--- config.mk ---
export PLATFORM = sky130hd
export DESIGN_NAME = pin_lock_motion_alarm
export DESIGN_NICKNAME = d
export VERILOG_FILES = /design/src/design/pmla_pkg.sv /design/src/design/pmla_core.sv /design/src/design/pin_lock_motion_alarm.sv
export VERILOG_INCLUDE_DIRS = /design/src /design/src/design
export SDC_FILE = /design/constraint.sdc
export NUM_CORES = 1
export LEC_CHECK = 0
export ABC_AREA = 1
export BUFFER_PORTS_ARGS = -buffer_cell sky130_fd_sc_hd__buf_2
export CAP_MARGIN = 20
export CORE_MARGIN = 2
export CORE_UTILIZATION = 45
export DETAILED_ROUTE_END_ITERATION = 12
export HOLD_SLACK_MARGIN = 0.15
export SYNTH_ARGS = -nofsm -noshare
export SYNTH_HDL_FRONTEND = slang
export SYNTH_HIERARCHICAL = 1
export SYNTH_SLANG_ARGS = --single-unit
export TNS_END_PERCENT = 1
--- constraint.sdc ---
create_clock -name clk_i -period 3.53 [get_ports clk_i]
set_input_delay 0.1765 -clock clk_i [delete_from_list [all_inputs] [get_ports clk_i]]
set_output_delay 0.1765 -clock clk_i [all_outputs]
set_load 0.02 [all_outputs]
--- src/design/pin_lock_motion_alarm_defines.svh ---
// ----------------------------------------------------------------------------
// Pin lock motion alarm: assertion macros
// Concurrent assertion forms for the alarm top level.
// ----------------------------------------------------------------------------
`ifndef PIN_LOCK_MOTION_ALARM_DEFINES_SVH
`define PIN_LOCK_MOTION_ALARM_DEFINES_SVH

// Consequent must hold in the same cycle as the antecedent.
`define PMLA_ASSERT_SAME(label, clk, rst_n, ante, cons) \
  label: assert property (@(posedge clk) disable iff (!rst_n) (ante) |-> (cons)) \
    else $error("pin lock alarm check failed");

// Consequent must hold in the cycle after the antecedent.
`define PMLA_ASSERT_NEXT(label, clk, rst_n, ante, cons) \
  label: assert property (@(posedge clk) disable iff (!rst_n) (ante) |=> (cons)) \
    else $error("pin lock alarm check failed");

`endif

--- src/design/pmla_pkg.sv ---
// ----------------------------------------------------------------------------
// Pin lock motion alarm package
// Types, codes and reset values shared by the alarm modules.
// ----------------------------------------------------------------------------
package pmla_pkg;

  typedef enum logic [1:0] {
    LOCK_DISARMED  = 2'd0,
    LOCK_ARMED     = 2'd1,
    LOCK_DISARMING = 2'd2
  } lock_state_e;

  typedef enum logic [2:0] {
    EV_NONE     = 3'd0,
    EV_ARMED    = 3'd1,
    EV_ALARM    = 3'd2,
    EV_DISARMED = 3'd3,
    EV_WRONG    = 3'd4
  } event_e;

  // configuration register indexes
  localparam logic [1:0] CFG_Z_LOW     = 2'd0;
  localparam logic [1:0] CFG_Z_HIGH    = 2'd1;
  localparam logic [1:0] CFG_MOTION_LM = 2'd2;

  localparam logic [7:0] KEY_NONE  = 8'h00;
  localparam logic [7:0] KEY_CLEAR = 8'h2A; // '*'
  localparam logic [7:0] KEY_ENTER = 8'h23; // '#'
  localparam logic [7:0] PIN_RESET_CODE = 8'h30; // '0'

  localparam logic signed [15:0] Z_LOW_RESET  = 16'sd12000;
  localparam logic signed [15:0] Z_HIGH_RESET = 16'sd20000;
  localparam logic [7:0]         MOTION_LIMIT_RESET = 8'd5;
  localparam logic [7:0]         MOTION_CNT_TOP     = 8'hFF;

  typedef struct packed {
    logic              mode;     // 0 key beat, 1 Z sample
    logic [7:0]        key_code;
    logic signed [15:0] z_sample;
  } item_t;

  typedef struct packed {
    lock_state_e lock_state;
    logic        buzzer_on;
    event_e      event_code;
    logic [2:0]  digits_entered;
  } result_t;

  typedef struct packed {
    logic        we;
    logic [1:0]  idx;
    logic [15:0] data;
  } cfg_wr_t;

endpackage

--- src/design/pmla_core.sv ---
// ----------------------------------------------------------------------------
// Pin lock motion alarm core
// Configuration registers, lock state and the combinational update logic.
// ----------------------------------------------------------------------------
module pmla_core #(
  parameter int PIN_LENGTH = 4
) (
  input  logic              clk_i,
  input  logic              rst_ni,
  input  pmla_pkg::cfg_wr_t cfg_i,
  input  logic              step_i,   // item in the input register is consumed
  input  pmla_pkg::item_t   item_i,
  output pmla_pkg::result_t res_o     // result after this item's update
);

  localparam int CntW = $clog2(PIN_LENGTH + 1);

  logic signed [15:0] z_low_q, z_high_q;
  logic [7:0]         motion_limit_q;

  pmla_pkg::lock_state_e state_q, state_d;
  logic [7:0]            pin_q   [PIN_LENGTH];
  logic [7:0]            pin_d   [PIN_LENGTH];
  logic [7:0]            entry_q [PIN_LENGTH];
  logic [7:0]            entry_d [PIN_LENGTH];
  logic [CntW-1:0]       count_q, count_d;
  logic [7:0]            motion_q, motion_d;
  logic                  siren_q, siren_d;

  pmla_pkg::event_e ev;
  logic             match;
  logic             out_win;
  logic [7:0]       motion_inc;
  logic [CntW+2:0]  count_ext;

  // configuration
  always_ff @(posedge clk_i or negedge rst_ni) begin
    if (!rst_ni) begin
      z_low_q        <= pmla_pkg::Z_LOW_RESET;
      z_high_q       <= pmla_pkg::Z_HIGH_RESET;
      motion_limit_q <= pmla_pkg::MOTION_LIMIT_RESET;
    end else if (cfg_i.we) begin
      unique case (cfg_i.idx)
        pmla_pkg::CFG_Z_LOW:     z_low_q        <= cfg_i.data;
        pmla_pkg::CFG_Z_HIGH:    z_high_q       <= cfg_i.data;
        pmla_pkg::CFG_MOTION_LM: motion_limit_q <= cfg_i.data[7:0];
        default: ;
      endcase
    end
  end

  always_comb begin
    match = (count_q == CntW'(PIN_LENGTH));
    for (int i = 0; i < PIN_LENGTH; i++) begin
      if (entry_q[i] != pin_q[i]) match = 1'b0;
    end
  end

  assign out_win    = (item_i.z_sample < z_low_q) || (item_i.z_sample > z_high_q);
  assign motion_inc = (motion_q != pmla_pkg::MOTION_CNT_TOP) ? motion_q + 8'd1 : motion_q;

  always_comb begin
    state_d  = state_q;
    pin_d    = pin_q;
    entry_d  = entry_q;
    count_d  = count_q;
    motion_d = motion_q;
    siren_d  = siren_q;
    ev       = pmla_pkg::EV_NONE;

    if (!item_i.mode) begin
      if (item_i.key_code != pmla_pkg::KEY_NONE &&
          (state_q == pmla_pkg::LOCK_DISARMED || state_q == pmla_pkg::LOCK_DISARMING)) begin
        priority if (item_i.key_code == pmla_pkg::KEY_CLEAR) begin
          for (int i = 0; i < PIN_LENGTH; i++) entry_d[i] = '0;
          count_d = '0;
        end else if (item_i.key_code == pmla_pkg::KEY_ENTER) begin
          if (state_q == pmla_pkg::LOCK_DISARMED) begin
            if (count_q == CntW'(PIN_LENGTH)) begin
              pin_d = entry_q;
              for (int i = 0; i < PIN_LENGTH; i++) entry_d[i] = '0;
              count_d = '0;
              state_d = pmla_pkg::LOCK_ARMED;
              ev      = pmla_pkg::EV_ARMED;
            end
          end else begin
            if (match) begin
              siren_d = 1'b0;
              state_d = pmla_pkg::LOCK_DISARMED;
              ev      = pmla_pkg::EV_DISARMED;
            end else begin
              ev      = pmla_pkg::EV_WRONG;
            end
            for (int i = 0; i < PIN_LENGTH; i++) entry_d[i] = '0;
            count_d = '0;
          end
        end else begin
          // digit (any other code); full entry ignores it
          if (count_q < CntW'(PIN_LENGTH)) begin
            for (int i = 0; i < PIN_LENGTH; i++) begin
              if (count_q == CntW'(i)) entry_d[i] = item_i.key_code;
            end
            count_d = count_q + CntW'(1);
          end
        end
      end
    end else if (state_q == pmla_pkg::LOCK_ARMED) begin
      if (out_win) begin
        motion_d = motion_inc;
        if (motion_inc >= motion_limit_q) begin
          siren_d  = 1'b1;
          for (int i = 0; i < PIN_LENGTH; i++) entry_d[i] = '0;
          count_d  = '0;
          motion_d = '0;
          state_d  = pmla_pkg::LOCK_DISARMING;
          ev       = pmla_pkg::EV_ALARM;
        end
      end else begin
        motion_d = '0;
      end
    end
  end

  always_ff @(posedge clk_i or negedge rst_ni) begin
    if (!rst_ni) begin
      state_q  <= pmla_pkg::LOCK_DISARMED;
      count_q  <= '0;
      motion_q <= '0;
      siren_q  <= 1'b0;
      for (int i = 0; i < PIN_LENGTH; i++) begin
        pin_q[i]   <= pmla_pkg::PIN_RESET_CODE;
        entry_q[i] <= '0;
      end
    end else if (step_i) begin
      state_q  <= state_d;
      count_q  <= count_d;
      motion_q <= motion_d;
      siren_q  <= siren_d;
      pin_q    <= pin_d;
      entry_q  <= entry_d;
    end
  end

  assign count_ext = {3'b000, count_d};

  always_comb begin
    res_o.lock_state     = state_d;
    res_o.buzzer_on      = siren_d;
    res_o.event_code     = ev;
    res_o.digits_entered = count_ext[2:0];
  end

endmodule

--- src/design/pin_lock_motion_alarm.sv ---
// ----------------------------------------------------------------------------
// Pin lock motion alarm top level
// Keypad PIN lock with an accelerometer motion alarm, one beat per cycle when not stalled.
// ----------------------------------------------------------------------------
// Usage:
//   Input channel (in_valid_i/in_ready_o): one beat is either a key event
//   (mode_i = 0, key_code_i) or a Z sample (mode_i = 1, z_sample_i).
//   Output channel (out_valid_o/out_ready_i): exactly one result beat per
//   input beat, in order, showing state, siren, event and entry count after
//   that beat's update.
//   Config channel (cfg_valid_i/cfg_ready_o): index 0 Z low limit, 1 Z high
//   limit, 2 motion limit; always ready. Write only while the block is idle.
// Path: an accepted beat waits in the input register, then moves into the
//   result register, loaded by the combinational update in the core, once
//   the result stage is free.
// Throughput: one beat per cycle unless out_ready_i stalls; the lock state
//   update is one pass of short logic between input and result registers.
// Reset: disarmed, PIN "0000", entry empty, siren off, limits 12000/20000/5;
//   both pipeline stages empty.
// Stall: with out_ready_i low the result holds and the input register still
//   takes one more beat, after which in_ready_o drops.
// ----------------------------------------------------------------------------
`include "pin_lock_motion_alarm_defines.svh"

module pin_lock_motion_alarm #(
  parameter int PIN_LENGTH = 4
) (
  input  logic               clk_i,
  input  logic               rst_ni,
  // configuration writes
  input  logic               cfg_valid_i,
  output logic               cfg_ready_o,
  input  logic [1:0]         cfg_index_i,
  input  logic [15:0]        cfg_data_i,
  // input beats
  input  logic               in_valid_i,
  output logic               in_ready_o,
  input  logic               mode_i,
  input  logic [7:0]         key_code_i,
  input  logic signed [15:0] z_sample_i,
  // result beats
  output logic               out_valid_o,
  input  logic               out_ready_i,
  output logic [1:0]         lock_state_o,
  output logic               buzzer_on_o,
  output logic [2:0]         event_code_o,
  output logic [2:0]         digits_entered_o
);

  pmla_pkg::item_t   item_q;
  logic              in_valid_q;
  pmla_pkg::result_t res_d, res_q;
  logic              out_valid_q;
  pmla_pkg::cfg_wr_t cfg_wr;
  logic              step;   // input register hands its beat to the core
  logic              in_acc;

  // the result stage frees up when empty or when its beat is being taken
  assign step        = in_valid_q && (!out_valid_q || out_ready_i);
  assign in_ready_o  = !in_valid_q || step;
  assign in_acc      = in_valid_i && in_ready_o;
  assign cfg_ready_o = 1'b1;

  always_comb begin
    cfg_wr.we   = cfg_valid_i;
    cfg_wr.idx  = cfg_index_i;
    cfg_wr.data = cfg_data_i;
  end

  // input register
  always_ff @(posedge clk_i or negedge rst_ni) begin
    if (!rst_ni) begin
      in_valid_q <= 1'b0;
    end else if (in_ready_o) begin
      in_valid_q <= in_valid_i;
    end
  end

  always_ff @(posedge clk_i) begin
    if (in_acc) begin
      item_q.mode     <= mode_i;
      item_q.key_code <= key_code_i;
      item_q.z_sample <= z_sample_i;
    end
  end

  pmla_core #(
    .PIN_LENGTH(PIN_LENGTH)
  ) u_core (
    .clk_i  (clk_i),
    .rst_ni (rst_ni),
    .cfg_i  (cfg_wr),
    .step_i (step),
    .item_i (item_q),
    .res_o  (res_d)
  );

  // result register
  always_ff @(posedge clk_i or negedge rst_ni) begin
    if (!rst_ni) begin
      out_valid_q <= 1'b0;
    end else if (step) begin
      out_valid_q <= 1'b1;
    end else if (out_ready_i) begin
      out_valid_q <= 1'b0;
    end
  end

  always_ff @(posedge clk_i) begin
    if (step) begin
      res_q <= res_d;
    end
  end

  assign out_valid_o      = out_valid_q;
  assign lock_state_o     = res_q.lock_state;
  assign buzzer_on_o      = res_q.buzzer_on;
  assign event_code_o     = res_q.event_code;
  assign digits_entered_o = res_q.digits_entered;

  // siren only sounds while waiting for the PIN after an alarm
  `PMLA_ASSERT_SAME(a_siren_state, clk_i, rst_ni,
                    out_valid_q && res_q.buzzer_on,
                    res_q.lock_state == pmla_pkg::LOCK_DISARMING)
  // an alarm beat always carries the siren
  `PMLA_ASSERT_SAME(a_alarm_siren, clk_i, rst_ni,
                    out_valid_q && res_q.event_code == pmla_pkg::EV_ALARM,
                    res_q.buzzer_on)
  // arming leaves the lock armed with an empty entry
  `PMLA_ASSERT_SAME(a_armed_clean, clk_i, rst_ni,
                    out_valid_q && res_q.event_code == pmla_pkg::EV_ARMED,
                    res_q.lock_state == pmla_pkg::LOCK_ARMED && res_q.digits_entered == 3'd0)
  // a held beat with an empty result stage always moves on
  `PMLA_ASSERT_NEXT(a_pipe_moves, clk_i, rst_ni, in_valid_q && !out_valid_q, out_valid_q)

endmodule

* Word-level counts from Yosys, hierarchy flattened
Cells that the tools add are included.
** Operators by class
- Shift operators :: 0
- Multiply operators :: 0
- Muxes and demuxes :: 62
- Order comparisons :: 4
- Equality and inequality tests :: 19
- Divide/modulo/power cells :: 0
- Bitwise gates (word level) :: 2
- Reductions and logical operators :: 29
- $add $sub $neg :: 2
** Operator list (count)
- $mux 32 :: 10
- $mux 8 :: 7
- $mux 3 :: 18
- $ne 8x8->1 :: 4
- $reduce_and 8->1 :: 4
- $mux 2 :: 11
- $reduce_bool 4->1 :: 5
- $eq 8x6->1 const B :: 2
- $gt 16x16->1 :: 1
- $lt 16x16->1 :: 1
- $mux 1 :: 16
- $add 8x1->8 const B :: 1
- $ge 8x8->1 :: 1
- $ne 8x8->1 const B :: 1
- $reduce_bool 8->1 :: 1
- $reduce_and 7->1 :: 1
- $eq 3x2->1 const B :: 2
- $ne 2x1->1 const B :: 3
- $reduce_and 2->1 :: 3
- $ne 5x4->1 const B :: 1
- $eq 2x1->1 const B :: 2
- $eq 2x2->1 const B :: 2
- $logic_not 2->1 :: 2
- $logic_or 1x1->1 :: 4
- other kinds (10) :: 15
** Word-level totals
- Latch bits :: 0
- Bits in writable memories :: 0
- Flip-flop bits (word level) :: 154
- Memories :: 0
- ROM bits :: 0
- Word-level logic and storage cells :: 142

* Logic depth before layout (Yosys ltp)
Gate-level depths: netlist (run 1).
- Depth after elaboration :: 11
- Mapped depth :: 21

* Modules after synthesis
The synthesis (run 1) kept the hierarchy.
** Modules (own cells, without submodules)
- pmla_core :: cells each 881, times used 1, area an instance 6880.3 µm², sequential area each 2980.4 µm²
- pin_lock_motion_alarm :: cells each 48, times used 1, area an instance 1127.3 µm², sequential area each 1071.0 µm²

* Worst setup path before layout (run 1)
No wires, ideal clock.
- Path kind :: reg-to-reg
- Start point :: register u_core.motion_q[0]
- End point :: register u_core/entry_q[5] in the netlist's numbering
- Required time :: 3.454 ns
- Path slack :: 0.574 ns
- Data arrival time :: 2.880 ns
- Cell stages (with the launch flop) :: 20
- Path through :: dfrtp_1 > ha_1 > inv_1 > nor4_2 > nand3_1 > nand2_1 > nor2_1 > nand2_1 > xor2_1 > ha_1 > nand2_1 > nor2_1 > nand4_1 > o2111ai_1 > nor2_1 > nor3_1 > nand2_2 > buf_6 > nand2_1 > o21ai_1
** Between the ends
- Cells in the longest elaborated chain, start to end :: 5
- Elaborated cells between the ends (all ways) :: 6
- Classes of those cells :: add/sub (1); order compare (1); eq/ne (2); mux (1); reduce/logical (1)
** RTL lines
- start, declared :: RTL line pmla_core.sv:27 : logic [7:0] motion_q, motion_d;
- start signal, assigned :: RTL line pmla_core.sv:137 : motion_q <= motion_d;
- $add 8x1->8 or $ne 8x8->1 (tied branches) :: RTL line pmla_core.sv:60 : assign motion_inc = (motion_q != pmla_pkg::MOTION_CNT_TOP) ? motion_q + 8'd1 : motion_q;
- $mux 8 (*) :: RTL line pmla_core.sv:60
- $ge 8x8->1 (*) :: RTL line pmla_core.sv:110 : if (motion_inc >= motion_limit_q) begin
- $ne 2x1->1 (no source line) (*)
- $reduce_and 8->1 (no source line) (*)
- end signal, assigned :: RTL line pmla_core.sv:140 : entry_q <= entry_d;
- end, declared :: RTL line pmla_core.sv:24 : logic [7:0] entry_q [PIN_LENGTH];
Every way passes the cells marked *; elsewhere a longest branch is shown, timed or not.
A chain may end at the register's enable or synchronous reset.

* Worst setup path in the final report (run 1)
- Start point :: register u_core.motion_q[0]
- End point :: register u_core/entry_q[1] in the netlist's numbering
The elaborated chain is that of the path after synthesis.

==> results of run 1 <==
state kept, by name, summed over array words and instances (netlist names):
| signal | cells |
|---|---|
| u_core/pin_q | 32 |
| item_q | 25 |
| u_core/entry_q | 32 |
| lock_state_o | 2 |
| u_core/motion_q | 8 |
| out_valid_o | 1 |
| buzzer_on_o | 1 |
| u_core/siren_q | 1 |
| u_core/motion_limit_q | 8 |
| in_valid_q | 1 |
| digits_entered_o | 3 |
| event_code_o | 3 |
| u_core/state_q | 2 |
| u_core/z_high_q | 16 |
| u_core/count_q | 3 |
| u_core/z_low_q | 16 |
cells by family after synthesis:
logic type,Yosys count
AO/OA/AOI/OAI,158
XOR/XNOR,19
adder cells (fa/ha/maj),44
buffers and inverters,214
flip-flops,154
other,1
AND/OR/NAND/NOR,339
cell type report:
type	instances	area, sq um	area share [%]
flip-flops and latches	154	4050	42.4
repair buffers	112	867	9.08
clock buffers	19	453	4.74
well taps	225	282	2.95
multi-input cells	561	3080	32.3
inverters	191	717	7.50
clock inverters	13	101	1.06
worst max-delay path, cell delays in order (launching register included):
cell	delay (ns)
dfrtp_1	0.35
ha_1	0.17
inv_1	0.06
nor4_2	0.36
nand3_1	0.25
nand2_1	0.11
nor2_1	0.05
nand2_1	0.07
xor2_1	0.20
ha_1	0.26
nand2_1	0.06
nor2_1	0.05
nand4_1	0.07
o2111ai_1	0.22
nor2_2	0.30
nor3_1	0.09
nand2_2	0.25
nand2_1	0.13
o21ai_2	0.07
Yosys cell counts (2+ instances only):
| master | count | area (sq um) |
|---|---|---|
| nor2_1 | 67 | 251 |
| xor2_1 | 14 | 123 |
| clkbuf_1 | 9 | 33.8 |
| o2111ai_1 | 3 | 26.3 |
| o21ai_1 | 21 | 105 |
| dfstp_2 | 22 | 578 |
| nand3_1 | 27 | 135 |
| buf_4 | 4 | 30.0 |
| nand4_1 | 16 | 100 |
| o21ai_0 | 56 | 280 |
| and3_1 | 2 | 12.5 |
| xnor2_1 | 5 | 43.8 |
| inv_2 | 7 | 26.3 |
| o21ai_2 | 6 | 52.6 |
| inv_1 | 184 | 691 |
| o22ai_1 | 6 | 37.5 |
| edfxtp_1 | 34 | 1020 |
| a211oi_1 | 2 | 15.0 |
| nor4_1 | 4 | 25.0 |
| ha_1 | 44 | 551 |
| nor2_2 | 3 | 18.8 |
| nand2_1 | 192 | 721 |
| nor4_2 | 2 | 25.0 |
| dfrtp_1 | 98 | 2450 |
| buf_6 | 8 | 90.1 |
| a22oi_1 | 3 | 22.5 |
| nor3_1 | 10 | 50.1 |
| or2_2 | 2 | 12.5 |
| buf_2 | 2 | 10.0 |
| a21oi_1 | 58 | 290 |
| nand2_2 | 5 | 31.3 |
routing by layer:
metal  GRT usage, %  vias up  routed length, um
met1           27.1     2716               8490
met3           3.97       15                547
met2           29.7      100               7710
met4           5.04        0                155
li1               -     3164                  -
met5              0        -                  0
power breakdown:
part / total [mW] / switching, mW / leakage [nW] / internal (mW)
Combinational: 1.32 / 0.800 / 2.79 / 0.515
Clock: 1.72 / 0.720 / 0.264 / 0.995
Sequential: 2.40 / 0.256 / 1.85 / 2.14
per-stage QoR:
step	cells	setup slack, ns
finish	1275	0.324
global route	1275	0.00759
CTS	1272	0.213
detailed placement	1195	0.218
global placement	1195	0.314
floorplan	929	0.574
final timing paths:
check	start	cells after the start	slack (ns)	end
setup / recovery	u_core/motion_q[0]	18	0.32	u_core/entry_q[1]
hold / removal	cfg_valid_i	3	0.30	u_core/z_high_q[5]
setup reg to reg	u_core/motion_q[0]	18	0.32	u_core/entry_q[1]
hold reg to reg	u_core/motion_limit_q[6]	2	0.49	u_core/motion_limit_q[6]
max in group asynchronous	rst_ni	3	2.66	u_core/pin_q[18]
min in group asynchronous	rst_ni	3	0.39	u_core/motion_q[2]
timing repair:
| item | in CTS | in global routing |
|---|---|---|
| endpoints found under the setup margin | 0 | 28 |
| hold endpoints to repair | 165 | 0 |
| hold buffers | 45 | 0 |
| resized for setup | 0 | 1 |
==> metrics, run 1 <==
RSZ-0062 raised after global routing=no; PD cells=568 nW/um^2; most common cell after layout, fill and taps aside=nand2_1; Tot Pwr=approximately 5.4 mW; Nets=1129; syn avg cell area=8.62 sq um; first-pass GRT wire length=27.8 mm; largest family of logic cells by synthesized area=simple AND/OR/NAND/NOR gates; Worst Hold Class=primary input to flip-flop; post-layout minimum cycle time=3.21 ns; DR vias/cell=between 4 and 5; Via Count=5995; vias in the first global route=5637; Core Region=17400 sq um; Worst Setup Start Kind=flip-flop; most frequent cells in the layout=192 x nand2_1, 184 x inv_1, 98 x dfrtp_1, 66 x nor2_1, 58 x a21oi_1; clock skew=between 0.01 and 0.015 ns; row count=48; final setup fails=0; Worst-Margin Slew=0.648 ns; antenna violations before repair=0; Post-Route WL=16.9 mm; Yosys reg bits=154; Synth Flop Type=dfrtp_1; initial core utilization=a little under half; Critical Path Fanout Max=16; area fraction in compound gates after synthesis=10.7%; Slew Limit Fails=0; final HPWL from detailed placement=11.3 mm; Crit path arrival time=between 3 and 4 ns; TritonCTS Buffers=17; Synth Warn #=6; max cap viols=0; H-tree levels=4; setup bufs post-CTS=0; grt ovf=0; multiplexer share of the synthesized area=0%; setup_tns=0 ns; Fin. Hold Viols=0; Design Area, Final=~9600 sq um; Post-Synth XOR/XNOR Area=2.08%; drt first pass iters=5; status=complete, no violations; pin count of the biggest net entering global routing=about 120; Mapped Area=8010 sq um; Clk Latency, worst-skew pair=0.42 ns; Ports=60; Peak supply drop=0.378 mV; Synth async-reset ratio=between 70 and 80%; sequential share of the synthesized area=50.6%; drt wl/cell=13.3 um; # diodes=0; Worst Setup Path Type=flip-flop to flip-flop; Syn Inst Count=929; clock root cell=clkbuf_16; CTS tree=yes; EDFF count, synth=34; Synth Area in Adders=6.88%; FILL cells=1571; Critical Path Sink Type=flip-flop; IO buf count=58; Die Area=18900 sq um; simple-gate portion of the synthesized area=18.7%; Fmax achieved=0.312 GHz; Reg clk slew, reported paths=approximately 0.060 ns; die height=137 um; Final period util=90.8%; Hold Slack=0.297 ns; Layout area overhead=19.3%; GPL Wtd Cong=0.833; clock buffer depth=2; syn nets=1021; Die Span X=137 um; gr usage total=19.1%; layout cell share with drive strength beyond 1=14.5%; Final ANT Viol Nets=0; leakage power=4.90 nW; CTS Sinks=about 150; WP data required=3.88 ns; post-layout util=55.0%; dpl cell area=8480 sq um; Distinct cells, synth=44; DRC=0; Slew headroom=56.8%; first-iteration detailed-routing DRC count=381
Note: power is estimated with default switching activity, not from simulation.
==> run 2, diff against run 1 <==
--- a/config.mk
+++ b/config.mk
@@ -9,6 +9,7 @@
 export ABC_AREA = 1
 export BUFFER_PORTS_ARGS = -buffer_cell sky130_fd_sc_hd__buf_2
 export CAP_MARGIN = 20
+export CORE_ASPECT_RATIO = 0.75
 export CORE_MARGIN = 2
 export CORE_UTILIZATION = 45
 export DETAILED_ROUTE_END_ITERATION = 12
==> metrics, run 2 (synthesis gave the netlist of run 1 again) <==
status=complete, no violations; internal power=3.79 mW (+3.8%); Flop pwr share=42.8% (-1.4 points); most frequent cells in the layout=192 x nand2_1, 184 x inv_1, 98 x dfrtp_1, 66 x nor2_1, 58 x a21oi_1; Critical Path Sink Type=flip-flop; final setup fails=0 (unchanged); Peak supply drop=0.288 mV (-24%); clock buffer depth=2 (unchanged); WP data required=3.87 ns (about the same); drt wl/cell=13.4 um (+0.90%); most common cell after layout, fill and taps aside=nand2_1; worst-path cell chain=ha_1 -> inv_1 -> nor4_2 -> nand3_2 -> o21ai_0 -> ha_1 -> a21oi_1 -> o21ai_1 -> nand2_1 -> o2111ai_1 -> nor2_2 -> nor3_1 -> nand2_2 -> nand2_1 -> o21ai_1; Via Count=6070 (+1.3%); initial core utilization=45.6% (-0.51 points); Nets=1130 (+0.089%); Worst-Margin Slew=0.885 ns (+0.237 ns); PD cells=580 nW/um^2 (+2.1%); Slew Limit Fails=0 (unchanged); Fin. Hold Viols=0 (unchanged); first-iteration detailed-routing DRC count=391 (+2.6%); Ports=60 (unchanged); layout cell share with drive strength beyond 1=14.9% (+0.46 points); FILL cells=1607 (+2.3%); clock root cell=clkbuf_16; Final ANT Viol Nets=0 (unchanged); logic gate share of total power=23.6% (-0.6 points); non-filler instance count after layout=1293 (+1.4%); Crit path arrival time=3.56 ns (about the same); DP Cell Count=1211 (+1.3%); P_sw=1.81 mW (+2.0%); Critical Path Fanout Max=16 (unchanged); leakage power=4.93 nW (+0.66%); Final period util=91.3% (+0.45 points); Reg clk slew, reported paths=0.06 ns (about the same); CTS tree=yes; IO buf count=58 (unchanged); Worst Setup Path Type=flip-flop to flip-flop; Post-Route WL=17.3 mm (+2.3%); power share of the clock group=33.5% (+1.9 points); CP peak stage delay=0.41 ns (+0.05 ns); Core Region=17600 sq um (+1.1%); Slew headroom=40.6% (-16 points); die height=120 um (-13%); drt first pass iters=5 (unchanged); antenna violations before repair=0 (unchanged); H-tree levels=4 (unchanged); vias in the first global route=5815 (+3.2%); post-layout minimum cycle time=3.22 ns (+0.0157 ns); CTS Sinks=154 (unchanged); DRC=0 (unchanged); Worst Hold Class=primary input to flip-flop; row count=42 (-13%); switch share=32.3% (-0.39 points); storage element area=4050 sq um (unchanged); grt ovf=0 (unchanged); TritonCTS Buffers=17 (unchanged); DR vias/cell=4.69 (-0.16%); Worst Setup Start Kind=flip-flop; CP max-delay cell=nor4_2; Hold Slack=0.225 ns (-0.0721 ns); Fmax achieved=0.310 GHz (-0.49%); first-pass GRT wire length=29.2 mm (+5.3%); # diodes=0 (unchanged); pin count of the biggest net entering global routing=68 (-44%); max cap viols=0 (unchanged); Layout area overhead=20.7%; area of the multi-input gates=3090 sq um (+0.16%); Die Span X=158 um (+15%); final HPWL from detailed placement=12.0 mm (+6.1%); gr usage total=19.9% (+0.84 points); clock skew=0.00667 ns (-0.00378 ns); GPL Wtd Cong=0.834 (about the same); largest registers=u_core/entry_q (32), u_core/pin_q (32), item_q (25); Die Area=18900 sq um (about the same); Clk Latency, worst-skew pair=0.42 ns (about the same)
[run 2: routing by layer]
layer  GRT usage (%)  routed length (um)  up-vias
met4            4.11                 152        0
met2            27.7                6930      132
li1                -                   -     3166
met3            4.66                 873       11
met1            31.5                9340     2761
met5               0                   0        -
[run 2: area by class of cell]
class	count	share of cell area (%)
sequential	154	41.9
multi-input combinational	561	32.0
timing repair buffer	113	9.22
inverter	191	7.42
clock buffer	18	4.55
tap	242	3.13
clock inverter	14	1.79
[run 2: final timing paths]
kind | to | startpoint | cells after the start | slack [ns]
worst max register to register | u_core/entry_q[27] | u_core/motion_q[0] | 15 | 0.31
min in group asynchronous | u_core/z_low_q[8] | rst_ni | 2 | 0.40
worst min-delay path | u_core/z_low_q[5] | cfg_valid_i | 3 | 0.23
worst min register to register | u_core/z_high_q[11] | u_core/z_high_q[11] | 2 | 0.49
max in group asynchronous | u_core/motion_limit_q[0] | rst_ni | 3 | 2.27
worst max-delay path | u_core/entry_q[27] | u_core/motion_q[0] | 15 | 0.31
[run 2: power groups by stage]
stage	Sequential, mW	Combinational [mW]	Clock [mW]
3_5_place_dp	2.43	1.27	0
6_report	2.40	1.33	1.88
3_3_place_gp	2.43	1.25	0
2_1_floorplan	2.38	0.931	0
4_1_cts	2.40	1.31	1.92
5_1_grt	2.45	1.54	2.00
[run 2: critical path, delay by kind of cell (launching register included)]
family / cells / cell delay, ns
flops: 1 / 0.35
buf+inv: 1 / 0.06
fa+ha+maj: 2 / 0.48
compound gates: 5 / 0.82
simple gates: 7 / 1.42
[run 2: timing repair]
item                                    4_1_cts  5_1_grt
endpoints found under the setup margin        0       32
setup buffers                                 0        2
endpoints found under the hold margin       118        0
hold buffers                                 45        0
gates resized for setup                       0        2
[run 2: stage by stage]
step | TNS (ns) | area (sq um) | util, % | power, mW | setup slack [ns]
2_1_floorplan | 0 | 8010 | - | 3.31 | 0.574
3_3_place_gp | 0 | 8490 | 48.4 | 3.67 | 0.295
3_5_place_dp | 0 | 8490 | 48.4 | 3.69 | 0.239
4_1_cts | 0 | 9560 | 54.4 | 5.63 | 0.242
5_1_grt | -0.437 | 9660 | 55.0 | 5.99 | -0.0558
6_report | 0 | 9660 | 55.0 | 5.60 | 0.308
